## src/hw/rtl/ipat_pkg.sv

```systemverilog
// Shared types, codes and character helpers for the address-to-text block.
package ipat_pkg;

  // Address family codes carried in the opcode field.
  localparam logic [1:0] FAM_V4 = 2'd0;
  localparam logic [1:0] FAM_V6 = 2'd1;

  // Status codes on each output word.
  localparam logic [1:0] ST_OK     = 2'd0;
  localparam logic [1:0] ST_SMALL  = 2'd1;
  localparam logic [1:0] ST_FAMILY = 2'd2;

  // Text buffer sizing: the longest text is 39 characters.
  localparam int TEXT_DEPTH = 40;
  localparam int PTR_W      = $clog2(TEXT_DEPTH + 1);

  // ASCII characters used by the formatter.
  localparam logic [7:0] CH_COLON = 8'h3a;
  localparam logic [7:0] CH_DOT   = 8'h2e;
  localparam logic [7:0] CH_ZERO  = 8'h30;
  localparam logic [7:0] CH_A     = 8'h61;

  // Request to the character unit: a hex word or a decimal byte, and a digit place.
  typedef struct packed {
    logic        is_dec;
    logic [15:0] value;
    logic [1:0]  sel;
  } char_req_t;

  // Response: the ASCII digit and whether it is printed (leading zeros are not).
  typedef struct packed {
    logic [7:0] ch;
    logic       show;
  } char_rsp_t;

  // Lowercase hex digit to ASCII.
  function automatic logic [7:0] hex_ascii(input logic [3:0] d);
    logic [7:0] r;
    if (d < 4'd10) begin
      r = CH_ZERO + {4'b0000, d};
    end else begin
      r = CH_A + {4'b0000, d - 4'd10};
    end
    return r;
  endfunction

endpackage

```

## src/hw/rtl/ipat_char_unit.sv

```systemverilog
// Shared digit unit: one hex nibble or one decimal digit of a byte per request.
module ipat_char_unit (
  input  ipat_pkg::char_req_t req,
  output ipat_pkg::char_rsp_t rsp
);

  logic [15:0] shifted;
  logic [7:0]  v;
  logic [1:0]  hund;
  logic [6:0]  rem;
  logic [3:0]  tens;
  logic [6:0]  ones7;
  logic [3:0]  digit;

  // Hex place: shift the word down to the selected nibble.
  assign shifted = req.value >> {req.sel, 2'b00};

  // Decimal split of a byte: hundreds by compare, tens by a compare ladder.
  always_comb begin
    v = req.value[7:0];
    if (v >= 8'd200) begin
      hund = 2'd2;
      rem  = 7'(v - 8'd200);
    end else if (v >= 8'd100) begin
      hund = 2'd1;
      rem  = 7'(v - 8'd100);
    end else begin
      hund = 2'd0;
      rem  = v[6:0];
    end
    tens = 4'd0;
    for (int k = 1; k < 10; k++) begin
      if (rem >= 7'(k * 10)) begin
        tens = 4'(k);
      end
    end
    ones7 = rem - 7'(tens) * 7'd10;
  end

  // Pick the digit and decide whether it is a suppressed leading zero.
  always_comb begin
    digit = 4'd0;
    rsp   = '0;
    if (req.is_dec) begin
      case (req.sel)
        2'd2: begin
          digit    = {2'b00, hund};
          rsp.show = (v >= 8'd100);
        end
        2'd1: begin
          digit    = tens;
          rsp.show = (v >= 8'd10);
        end
        default: begin
          digit    = ones7[3:0];
          rsp.show = 1'b1;
        end
      endcase
      rsp.ch = ipat_pkg::CH_ZERO + {4'b0000, digit};
    end else begin
      digit    = shifted[3:0];
      rsp.show = (shifted != 16'd0) || (req.sel == 2'd0);
      rsp.ch   = ipat_pkg::hex_ascii(digit);
    end
  end

endmodule

```

## src/hw/rtl/ip_address_to_text_top.sv

```systemverilog
// Top level: formats an IPv4 or IPv6 address as text, one character per output word.
//
//   channel | handshake              | payload
//   --------+------------------------+---------------------------------------
//   in      | in_valid / in_stall    | opcode, addr_high, addr_low, buffer_size
//   out     | out_valid / out_stall  | text_char, last, status
//
// An address is taken only while the formatter is idle, and in_stall stays high
// until its last word has been loaded into the output register.
// IPv6 first scans the eight words for the longest zero run, settles the run, then
// formats each hex word through the shared digit unit, and reads the text out
// character by character through the single read port of the text buffer.
// IPv4 builds its dotted text through the same digit unit and is read out the same way.
// An unsupported family goes from idle to the error state and then to the output
// register; a buffer that is too small is found once the text has been built.
// A stall on out holds the read-out in place.
// rst is synchronous and returns the block to idle with no output word pending.
module ip_address_to_text_top (
  input  logic        clk,
  input  logic        rst,
  input  logic        in_valid,
  output logic        in_stall,
  input  logic [1:0]  opcode,
  input  logic [63:0] addr_high,
  input  logic [63:0] addr_low,
  input  logic [7:0]  buffer_size,
  output logic        out_valid,
  input  logic        out_stall,
  output logic [7:0]  text_char,
  output logic        last,
  output logic [1:0]  status
);

  localparam logic [3:0] S_IDLE  = 4'd0;
  localparam logic [3:0] S_SCAN  = 4'd1;
  localparam logic [3:0] S_FIX   = 4'd2;
  localparam logic [3:0] S_WORD  = 4'd3;
  localparam logic [3:0] S_HEX   = 4'd4;
  localparam logic [3:0] S_QUAD  = 4'd5;
  localparam logic [3:0] S_DOT   = 4'd6;
  localparam logic [3:0] S_TAIL  = 4'd7;
  localparam logic [3:0] S_CHECK = 4'd8;
  localparam logic [3:0] S_RD    = 4'd9;
  localparam logic [3:0] S_OUT   = 4'd10;
  localparam logic [3:0] S_ERR   = 4'd11;

  localparam int PW = ipat_pkg::PTR_W;
  localparam logic [PW-1:0] PTR_ONE = PW'(1);

  logic [3:0]    state;
  logic [127:0]  addr;
  logic [7:0]    size;
  logic [31:0]   quad;
  logic [2:0]    idx;
  logic [1:0]    sel;
  logic [1:0]    qb;
  logic [PW-1:0] wptr;
  logic [PW-1:0] rptr;
  logic          cur_valid;
  logic [2:0]    cur_base;
  logic [3:0]    cur_len;
  logic          best_valid;
  logic [2:0]    best_base;
  logic [3:0]    best_len;
  logic [1:0]    err_code;
  logic [7:0]    rdata;
  logic [7:0]    text_mem [ipat_pkg::TEXT_DEPTH];

  logic [15:0]   word;
  logic [15:0]   word5;
  logic [7:0]    qbyte;
  logic [3:0]    run_end;
  logic          in_run;
  logic          embed;
  logic          merge_take;
  logic          slot_free;
  logic          out_load;
  logic          wr_en;
  logic [7:0]    wr_char;

  ipat_pkg::char_req_t req;
  ipat_pkg::char_rsp_t rsp;

  ipat_char_unit u_char (
    .req (req),
    .rsp (rsp)
  );

  // Address words, run bounds and the embedded IPv4 test.
  assign word       = 16'(addr >> {~idx, 4'b0000});
  assign word5      = addr[47:32];
  assign qbyte      = 8'(quad >> {~qb, 3'b000});
  assign run_end    = {1'b0, best_base} + best_len;
  assign in_run     = best_valid && ({1'b0, idx} >= {1'b0, best_base}) &&
                      ({1'b0, idx} < run_end);
  assign embed      = best_valid && (best_base == 3'd0) &&
                      ((best_len == 4'd6) || ((best_len == 4'd5) && (word5 == 16'hffff)));
  assign merge_take = cur_valid && (!best_valid || (cur_len > best_len));
  assign slot_free  = !out_valid || !out_stall;
  assign out_load   = slot_free && ((state == S_OUT) || (state == S_ERR));
  assign in_stall   = (state != S_IDLE);

  // Request to the shared digit unit.
  always_comb begin
    req.is_dec = (state == S_QUAD);
    req.value  = (state == S_QUAD) ? {8'd0, qbyte} : word;
    req.sel    = sel;
  end

  // Character written to the text buffer in this cycle.
  always_comb begin
    wr_en   = 1'b0;
    wr_char = ipat_pkg::CH_COLON;
    unique case (state)
      S_WORD: begin
        if (in_run) begin
          wr_en = (idx == best_base);
        end else begin
          wr_en = (idx != 3'd0);
        end
      end
      S_HEX, S_QUAD: begin
        wr_en   = rsp.show;
        wr_char = rsp.ch;
      end
      S_DOT: begin
        wr_en   = 1'b1;
        wr_char = ipat_pkg::CH_DOT;
      end
      S_TAIL: begin
        wr_en = best_valid && (run_end == 4'd8);
      end
      default: begin
        wr_en = 1'b0;
      end
    endcase
  end

  // Text buffer: one write and one registered read per cycle.
  always_ff @(posedge clk) begin
    if (wr_en) begin
      text_mem[wptr] <= wr_char;
    end
    rdata <= text_mem[rptr];
  end

  // Sequencer and output register.
  always_ff @(posedge clk) begin
    if (rst) begin
      state     <= S_IDLE;
      out_valid <= 1'b0;
    end else begin
      if (out_load) begin
        out_valid <= 1'b1;
      end else if (!out_stall) begin
        out_valid <= 1'b0;
      end
      if (wr_en) begin
        wptr <= wptr + PTR_ONE;
      end
      unique case (state)
        S_IDLE: begin
          if (in_valid) begin
            addr       <= {addr_high, addr_low};
            size       <= buffer_size;
            wptr       <= '0;
            idx        <= 3'd0;
            cur_valid  <= 1'b0;
            best_valid <= 1'b0;
            quad       <= addr_high[63:32];
            qb         <= 2'd0;
            sel        <= 2'd2;
            if (opcode == ipat_pkg::FAM_V4) begin
              state <= S_QUAD;
            end else if (opcode == ipat_pkg::FAM_V6) begin
              state <= S_SCAN;
            end else begin
              err_code <= ipat_pkg::ST_FAMILY;
              state    <= S_ERR;
            end
          end
        end
        S_SCAN: begin
          if (word == 16'd0) begin
            if (cur_valid) begin
              cur_len <= cur_len + 4'd1;
            end else begin
              cur_valid <= 1'b1;
              cur_base  <= idx;
              cur_len   <= 4'd1;
            end
          end else if (cur_valid) begin
            if (merge_take) begin
              best_valid <= 1'b1;
              best_base  <= cur_base;
              best_len   <= cur_len;
            end
            cur_valid <= 1'b0;
          end
          idx <= idx + 3'd1;
          if (idx == 3'd7) begin
            state <= S_FIX;
          end
        end
        S_FIX: begin
          // Close a run that reaches the end, then drop runs of one word.
          if (merge_take) begin
            best_base  <= cur_base;
            best_len   <= cur_len;
            best_valid <= (cur_len >= 4'd2);
          end else begin
            best_valid <= best_valid && (best_len >= 4'd2);
          end
          idx   <= 3'd0;
          state <= S_WORD;
        end
        S_WORD: begin
          if (in_run) begin
            idx <= idx + 3'd1;
            if (idx == 3'd7) begin
              state <= S_TAIL;
            end
          end else if ((idx == 3'd6) && embed) begin
            quad  <= addr[31:0];
            qb    <= 2'd0;
            sel   <= 2'd2;
            state <= S_QUAD;
          end else begin
            sel   <= 2'd3;
            state <= S_HEX;
          end
        end
        S_HEX: begin
          sel <= sel - 2'd1;
          if (sel == 2'd0) begin
            idx <= idx + 3'd1;
            if (idx == 3'd7) begin
              state <= S_TAIL;
            end else begin
              state <= S_WORD;
            end
          end
        end
        S_QUAD: begin
          sel <= sel - 2'd1;
          if (sel == 2'd0) begin
            if (qb == 2'd3) begin
              state <= S_CHECK;
            end else begin
              state <= S_DOT;
            end
          end
        end
        S_DOT: begin
          qb    <= qb + 2'd1;
          sel   <= 2'd2;
          state <= S_QUAD;
        end
        S_TAIL: begin
          state <= S_CHECK;
        end
        S_CHECK: begin
          // The text and its terminator must fit the caller's buffer.
          if ((8'(wptr) + 8'd1) > size) begin
            err_code <= ipat_pkg::ST_SMALL;
            state    <= S_ERR;
          end else begin
            rptr  <= '0;
            state <= S_RD;
          end
        end
        S_RD: begin
          state <= S_OUT;
        end
        S_OUT: begin
          if (slot_free) begin
            text_char <= rdata;
            last      <= (rptr == wptr - PTR_ONE);
            status    <= ipat_pkg::ST_OK;
            rptr      <= rptr + PTR_ONE;
            if (rptr == wptr - PTR_ONE) begin
              state <= S_IDLE;
            end else begin
              state <= S_RD;
            end
          end
        end
        S_ERR: begin
          if (slot_free) begin
            text_char <= 8'd0;
            last      <= 1'b1;
            status    <= err_code;
            state     <= S_IDLE;
          end
        end
        default: begin
          state <= S_IDLE;
        end
      endcase
    end
  end

  // The write pointer never runs past the text buffer.
  a_wptr_bound: assert property (@(posedge clk) disable iff (rst)
    (state != S_IDLE) |-> (8'(wptr) <= 8'(ipat_pkg::TEXT_DEPTH)))
    else $error("text buffer write pointer overran");

  // An unsupported family goes straight to the error result.
  a_family_err: assert property (@(posedge clk) disable iff (rst)
    (in_valid && !in_stall && opcode[1]) |=> (state == S_ERR))
    else $error("unsupported family did not raise an error");

  // An error status always travels on a last word with a zero character.
  a_err_last: assert property (@(posedge clk) disable iff (rst)
    (out_valid && (status != ipat_pkg::ST_OK)) |-> (last && (text_char == 8'd0)))
    else $error("error word is not a single last word");

  // A kept zero run is at least two words long and ends within the address.
  a_run_len: assert property (@(posedge clk) disable iff (rst)
    ((state == S_WORD) && best_valid) |-> ((best_len >= 4'd2) && (run_end <= 4'd8)))
    else $error("zero run bounds are wrong");

  // Read-out only begins with a nonempty text that fits the buffer.
  a_fit: assert property (@(posedge clk) disable iff (rst)
    ((state == S_CHECK) && ((8'(wptr) + 8'd1) <= size)) |=>
    ((state == S_RD) && (wptr != '0)))
    else $error("read-out started on a bad text");

endmodule

```

## config.mk

```make
export PLATFORM = sky130hd
export DESIGN_NAME = ip_address_to_text_top
export DESIGN_NICKNAME = d
export VERILOG_FILES = /design/src/hw/rtl/ipat_pkg.sv /design/src/hw/rtl/ipat_char_unit.sv /design/src/hw/rtl/ip_address_to_text_top.sv
export SDC_FILE = /design/constraint.sdc
export NUM_CORES = 1
export LEC_CHECK = 0
export ABC_AREA = 1
export BUFFER_PORTS_ARGS = -buffer_cell sky130_fd_sc_hd__buf_2
export CAP_MARGIN = 0
export CORE_MARGIN = 3
export CORE_UTILIZATION = 45
export CTS_BUF_LIST = sky130_fd_sc_hd__clkbuf_2
export DETAILED_ROUTE_END_ITERATION = 8
export PLACE_DENSITY_LB_ADDON = 0.3
export SYNTH_ARGS = -nofsm -noshare
export SYNTH_HDL_FRONTEND = slang
export SYNTH_SLANG_ARGS = --single-unit
```

## constraint.sdc

```tcl
create_clock -name clk -period 16.6 [get_ports clk]
set_input_delay 4.15 -clock clk [delete_from_list [all_inputs] [get_ports clk]]
set_output_delay 4.15 -clock clk [all_outputs]
set_load 0.02 [all_outputs]
```

# == Word level (Yosys, flattened, before mapping) ==
# Memories as Yosys holds them, arrays and structs flattened. A register that Yosys moved wholly into a read port is not among the register bits.
# Index checks and enable logic that the tools add are counted.
# word_totals
register_bits,221
ram_bits,320
inputBits,142
memories,1
# memory_table
memory,depth,width,read_ports,rd_ports_with_merged_regs,wr,line_no,text
text_mem,40,8,1,1,1,ip_address_to_text_top.sv:67,logic [7:0] text_mem [ipat_pkg::TEXT_DEPTH];
# classes
add_sub_neg,16
n_mul,1
n_lt_le_gt_ge,19
eq_ne,41
shift,3
n_mux,94
n_bitwise,4
reduce_logical,51
# op_table
operator,count
right shift 128 x 7 -> 16 bit,1
2-to-1 mux 32 bit,3
2-to-1 mux 4 bit,18
one-hot mux 32 bit (2 select lines),1
one-hot mux 4 bit (12 select lines),1
2-to-1 mux 3 bit,11
one-hot mux 8 bit (2 select lines),2
right shift 32 x 5 -> 8 bit,1
2-to-1 mux 2 bit,15
2-to-1 mux 6 bit,5
"inequality test 2 bit, second input constant",15
"equality test 4 x 3 -> 1 bit, second input constant",6
2-to-1 mux 8 bit,3
">= comparator 7 x 6 -> 1 bit, second input constant",3
">= comparator 7 bit, second input constant",3
"equality test 4 bit, second input constant",5
AND reduction 4 bit,5
2-to-1 mux 1 bit,17
"equality test 16 bit, second input constant",1
logical NOT 16 bit,1
2-to-1 mux 16 bit,1
one-hot mux 4 bit (2 select lines),2
nonzero test 16 bit,1
right shift 16 x 4 -> 16 bit,1
63 further kinds,107

# == Longest topological paths before layout ==
# depth
ltp_word,26
mapped_depth,40
depth_no_buf,38

# == Hierarchy ==
# A second synthesis with hierarchy kept.
# unflattened
cells_unflattened,2321
hier_area_um2,25020.2
# modules_own_cells
module,instances,cells_each,area_per_inst_um2,seq_area_each_um2
ip_address_to_text_top,1,2068,23540.1,16355.7
ipat_char_unit,1,253,1480.2,0.0

# == Worst setup path before layout ==
# Ideal clock, no wire load.
# synth_timing
kind,input-to-reg
start,in in_valid
end,"reg addr[0], enable pin"
arrival_time_ps,10019
required_time_ps,15967
slack_ps,5949
path_stages,4
cell_sequence,inv_1 nor2_1 inv_1 nor2_1
# synth_via
elab_chain_len,1
# synth_lines
element,line_no,text
start: declaration,ip_address_to_text_top.sv:21,"input logic in_valid,"
AND reduction 3 bit (no line),n/a,
end signal: assignment,ip_address_to_text_top.sv:164,"addr <= {addr_high, addr_low};"
end: declaration,ip_address_to_text_top.sv:51,logic [127:0] addr;
# No other way between the ends.
# A chain may end at the register's enable or synchronous reset.

# == Final worst setup path ==
# layout_timing
start,reg state[2]
end,out in_stall
# layout_via
elab_chain_len,1
# layout_lines
element,line_no,text
start: declaration,ip_address_to_text_top.sv:50,logic [3:0] state;
start signal: assignment,ip_address_to_text_top.sv:150,state <= S_IDLE;
start signal: assignment,ip_address_to_text_top.sv:174,state <= S_QUAD;
start signal: assignment,ip_address_to_text_top.sv:176,state <= S_SCAN;
nonzero test 4 bit,ip_address_to_text_top.sv:101,assign in_stall = (state != S_IDLE);
end: declaration,ip_address_to_text_top.sv:22,"output logic in_stall,"
# No other way between the ends.

==> impl_metrics.py <==
metrics = {
    "sta": {
        "fin_tns_setup_ns": 0,
        "grt_setup_unrepaired": "no",
        "worst_pin_slew_ns": 1.37,
        "timing.fmax_mhz": 149,
        "hold_viol": 0,
        "setup_viol": 0,
        "max_slew_margin_pct": 6.51,
        "period_share_pct": 40.4,
        "fin_skew_ns": 0.0965,
        "drv_slew": 0,
        "period_needed_ns": 6.71,
    },
    "global_route": {
        "antenna_found_initial": 2,
        "first_global_vias": 15300,
        "grt.total_usage_pct": 21.2,
        "grt_max_degree": 89,
        "gr-usage-met2_pct": 33.8,
        "use_met1_pct": 28.6,
        "grt_use_met3_pct": 4.64,
        "busiest_layer": "met2",
        "grt_overflow": 0,
        "grt_pass1_wl_um": 83200,
    },
    "clocking": {
        "cts_buffer_depth": 3,
        "cts_tree": "yes",
        "cts_hold_buf": 0,
        "cts_buffers": 111,
        "cts_resized": 0,
        "root_buffer": "clkbuf_2",
        "clock_sinks": 466,
        "clk_pin_slew_worst_paths_ns": 0.10,
        "cts-htree-levels": 3,
        "clock_latency_ns": 1.14,
        "cts_setup_buffers": 0,
    },
    "final_layout": {
        "final_cell_area_um2": 23700,
        "fin_nets": 2386,
        "layout-drive-gt1-share_pct": 17.7,
        "fin_util_pct": 50.7,
        "syn_to_final_growth_pct": 10.7,
        "layout.cells.non_filler": 2900,
    },
    "power": {
        "p_per_area_nw_per_um2": 160,
        "ir_drop_mv": 0.179,
        "cellLeakagePower_nw": 9.22,
    },
    "hold_path": {
        "hold_start": "cur_base[2]",
        "hold_path_class": "flip-flop to flip-flop",
        "holdPathStages": 0,
        "worstHoldEndpoint": "best_base[2]",
    },
    "floorplanning": {
        "die_height_um": 224,
        "fp.coreArea_um2": 46800,
        "rows": 79,
        "die_w_um": 224,
        "design.die.area_um2": 50200,
        "ioPinCount": 155,
        "initial_core_util_pct": 45.8,
    },
    "critical_path": {
        "reg2reg_depth": 35,
        "arrival_ns": 2.56,
        "critPathLaunchType": "flip-flop",
        "startpoint": "state[2]",
        "reg2reg_setup_slack_ns": 10.07,
        "crit_fanout": 5,
        "cp-end-kind": "primary output",
        "crit_type": "flip-flop to primary output",
        "worstPathRequired_ns": 12.45,
        "worst_r2r_endpoint": "text_mem[25][3]",
        "rr_startpoint": "idx[0]",
    },
    "synth": {
        "ys_types": 56,
        "synth_fp_nets": 2193,
        "postSynthRegisterBits": 466,
        "syn_avg_cell_area_um2": 10.7,
        "synth_seq_area_share_pct": 64.8,
        "synthFlopType": "edfxtp_1",
        "synthCells": 2006,
        "synth_edf_count": 455,
        "synth-warning-count": 0,
        "ys_async_sr_fraction_pct": 0,
        "synth_area_um2": 21400,
    },
    "place": {
        "place.gp.congestion": 0.892,
        "dpl.hpwl_um": 35600,
        "dp.cells": 2693,
        "io_buffers": 153,
        "postPlaceCellArea_um2": 22700,
    },
    "drt": {
        "routedWlPerCell_um": 18.4,
        "first_pass_iters": 5,
        "routed_wl_um": 53300,
        "vias": 15700,
        "first_iter_violations": 1356,
        "ant_nets": 0,
        "route.detailed.drc": 0,
        "drt-vias-per-instance": 5.42,
    },
    "flow_run": {
        "cap_violations": 0,
    },
    "outcome": {
        "status": "complete, no violations",
    },
}
## where the power goes
group	internal [mW]	total, mW	switching, mW
combinational	0.458	1.51	1.05
clock	0.290	0.751	0.461
sequential	1.47	1.53	0.0670
## logic make-up (layout without fill, tap and decap cells)
| group | after synthesis | after routing | share of synthesized area [%] |
|---|---|---|---|
| buffers and inverters | 266 | 552 | 5.19 |
| flip-flops | 466 | 466 | 64.8 |
| AO/OA/AOI/OAI | 448 | 448 | 11.8 |
| other | 1 | 2 | 0.0175 |
| AND/OR/NAND/NOR | 763 | 763 | 14.7 |
| XOR/XNOR | 17 | 17 | 0.695 |
| adder cells (fa/ha/maj) | 45 | 45 | 2.70 |
## worst max-delay path by stage
stage	slack (ns)	endpoint	depth (start not counted)
2_1_floorplan	5.95	addr[0]	4
3_3_place_gp	9.92	addr[91]	7
3_5_place_dp	9.88	addr[15]	7
4_1_cts	9.74	in_stall	5
5_1_grt	9.48	text_mem[10][3]	35
6_report	9.89	in_stall	5
## worst max-delay path, cell delays in order (launching register included)
cell	delay, ns
dfxtp_1	0.36
nor2_1	0.21
inv_1	0.14
nor2_1	0.32
inv_1	0.21
buf_2	0.21
## cell usage after synthesis (all sizes together), types with 4 or more instances
master | number | area (um^2)
xor2 | 12 | 105
buf | 29 | 210
nand2 | 301 | 1190
ha | 43 | 538
o31ai | 6 | 45.0
o21a | 7 | 52.6
o21ai | 263 | 1320
a31oi | 4 | 25.0
inv | 168 | 633
nand3 | 78 | 418
nor2 | 349 | 1350
nor4 | 8 | 50.1
edfxtp | 455 | 13700
nand4 | 4 | 25.0
xnor2 | 5 | 43.8
nor3 | 18 | 90.1
o22ai | 81 | 507
o211ai | 17 | 138
dfxtp | 11 | 220
clkbuf | 66 | 253
a2111oi | 6 | 58.8
a21oi | 46 | 230
o221ai | 8 | 70.1
## flip-flops by register name, indices dropped and copies added, names as in the netlist, 2 cells and up
register,count
best_len,4
text_mem,240
quad,32
status,2
rdata,6
best_base,3
addr,128
size,8
wptr,6
cur_len,4
rptr,6
idx,3
err_code,2
text_char,7
qb,2
sel,2
state,4
cur_base,3
## final cells by class
class	instances	area (um^2)
diodes	1	2.50
fillers	4232	23000
clock buffers	154	771
inverters	171	649
multi-input cells	1274	6440
well taps	607	759
repair buffers	175	931
flip-flops and latches	466	13900
clock inverters	52	279
## through the flow
stage,hold slack [ns],worst slack [ns],total power [mW]
after global placement,0.404,9.92,3.00
final,0.428,9.89,3.80
after CTS,0.431,9.74,3.80
after floorplan,0.400,5.95,2.67
after detailed placement,0.405,9.88,3.04
after global routing,0.435,9.48,4.08
## layout by cell type, fill, tap and decap left out, types with 3 or more instances in the layout
| cell type | instances |
|---|---|
| edfxtp_1 | 455 |
| nor2_1 | 338 |
| nand2_1 | 284 |
| o21ai_0 | 239 |
| clkbuf_2 | 154 |
| inv_1 | 153 |
| buf_2 | 153 |
| o22ai_1 | 81 |
| nand3_1 | 74 |
| a21oi_1 | 45 |
| ha_1 | 43 |
| clkinv_1 | 34 |
| buf_4 | 22 |
| o21ai_1 | 21 |
| nor3_1 | 18 |
| inv_2 | 17 |
| o211ai_1 | 15 |
| nand2_2 | 14 |
| xor2_1 | 12 |
| clkinv_2 | 11 |
| dfxtp_1 | 11 |
| o221ai_1 | 8 |
| nor4_1 | 8 |
| o21a_1 | 7 |
| o31ai_1 | 6 |
| nor2_2 | 6 |
| nor2_4 | 5 |
| a2111oi_0 | 5 |
| xnor2_1 | 5 |
| a31oi_1 | 4 |
| nand4_1 | 4 |
| nand3_2 | 3 |
| nand2_4 | 3 |
| o21ai_2 | 3 |
| o2111ai_1 | 3 |
## routing by layer
| metal | wire, um | share of wire [%] | up-vias |
|---|---|---|---|
| li1 | - | - | 7511 |
| met2 | 24800 | 46 | 682 |
| met4 | 1400 | 2.6 | 2 |
| met3 | 4380 | 8.2 | 104 |
| met1 | 22700 | 43 | 7432 |
| met5 | 13 | 0.024 | - |
Note: power is estimated with default switching activity, not from simulation.
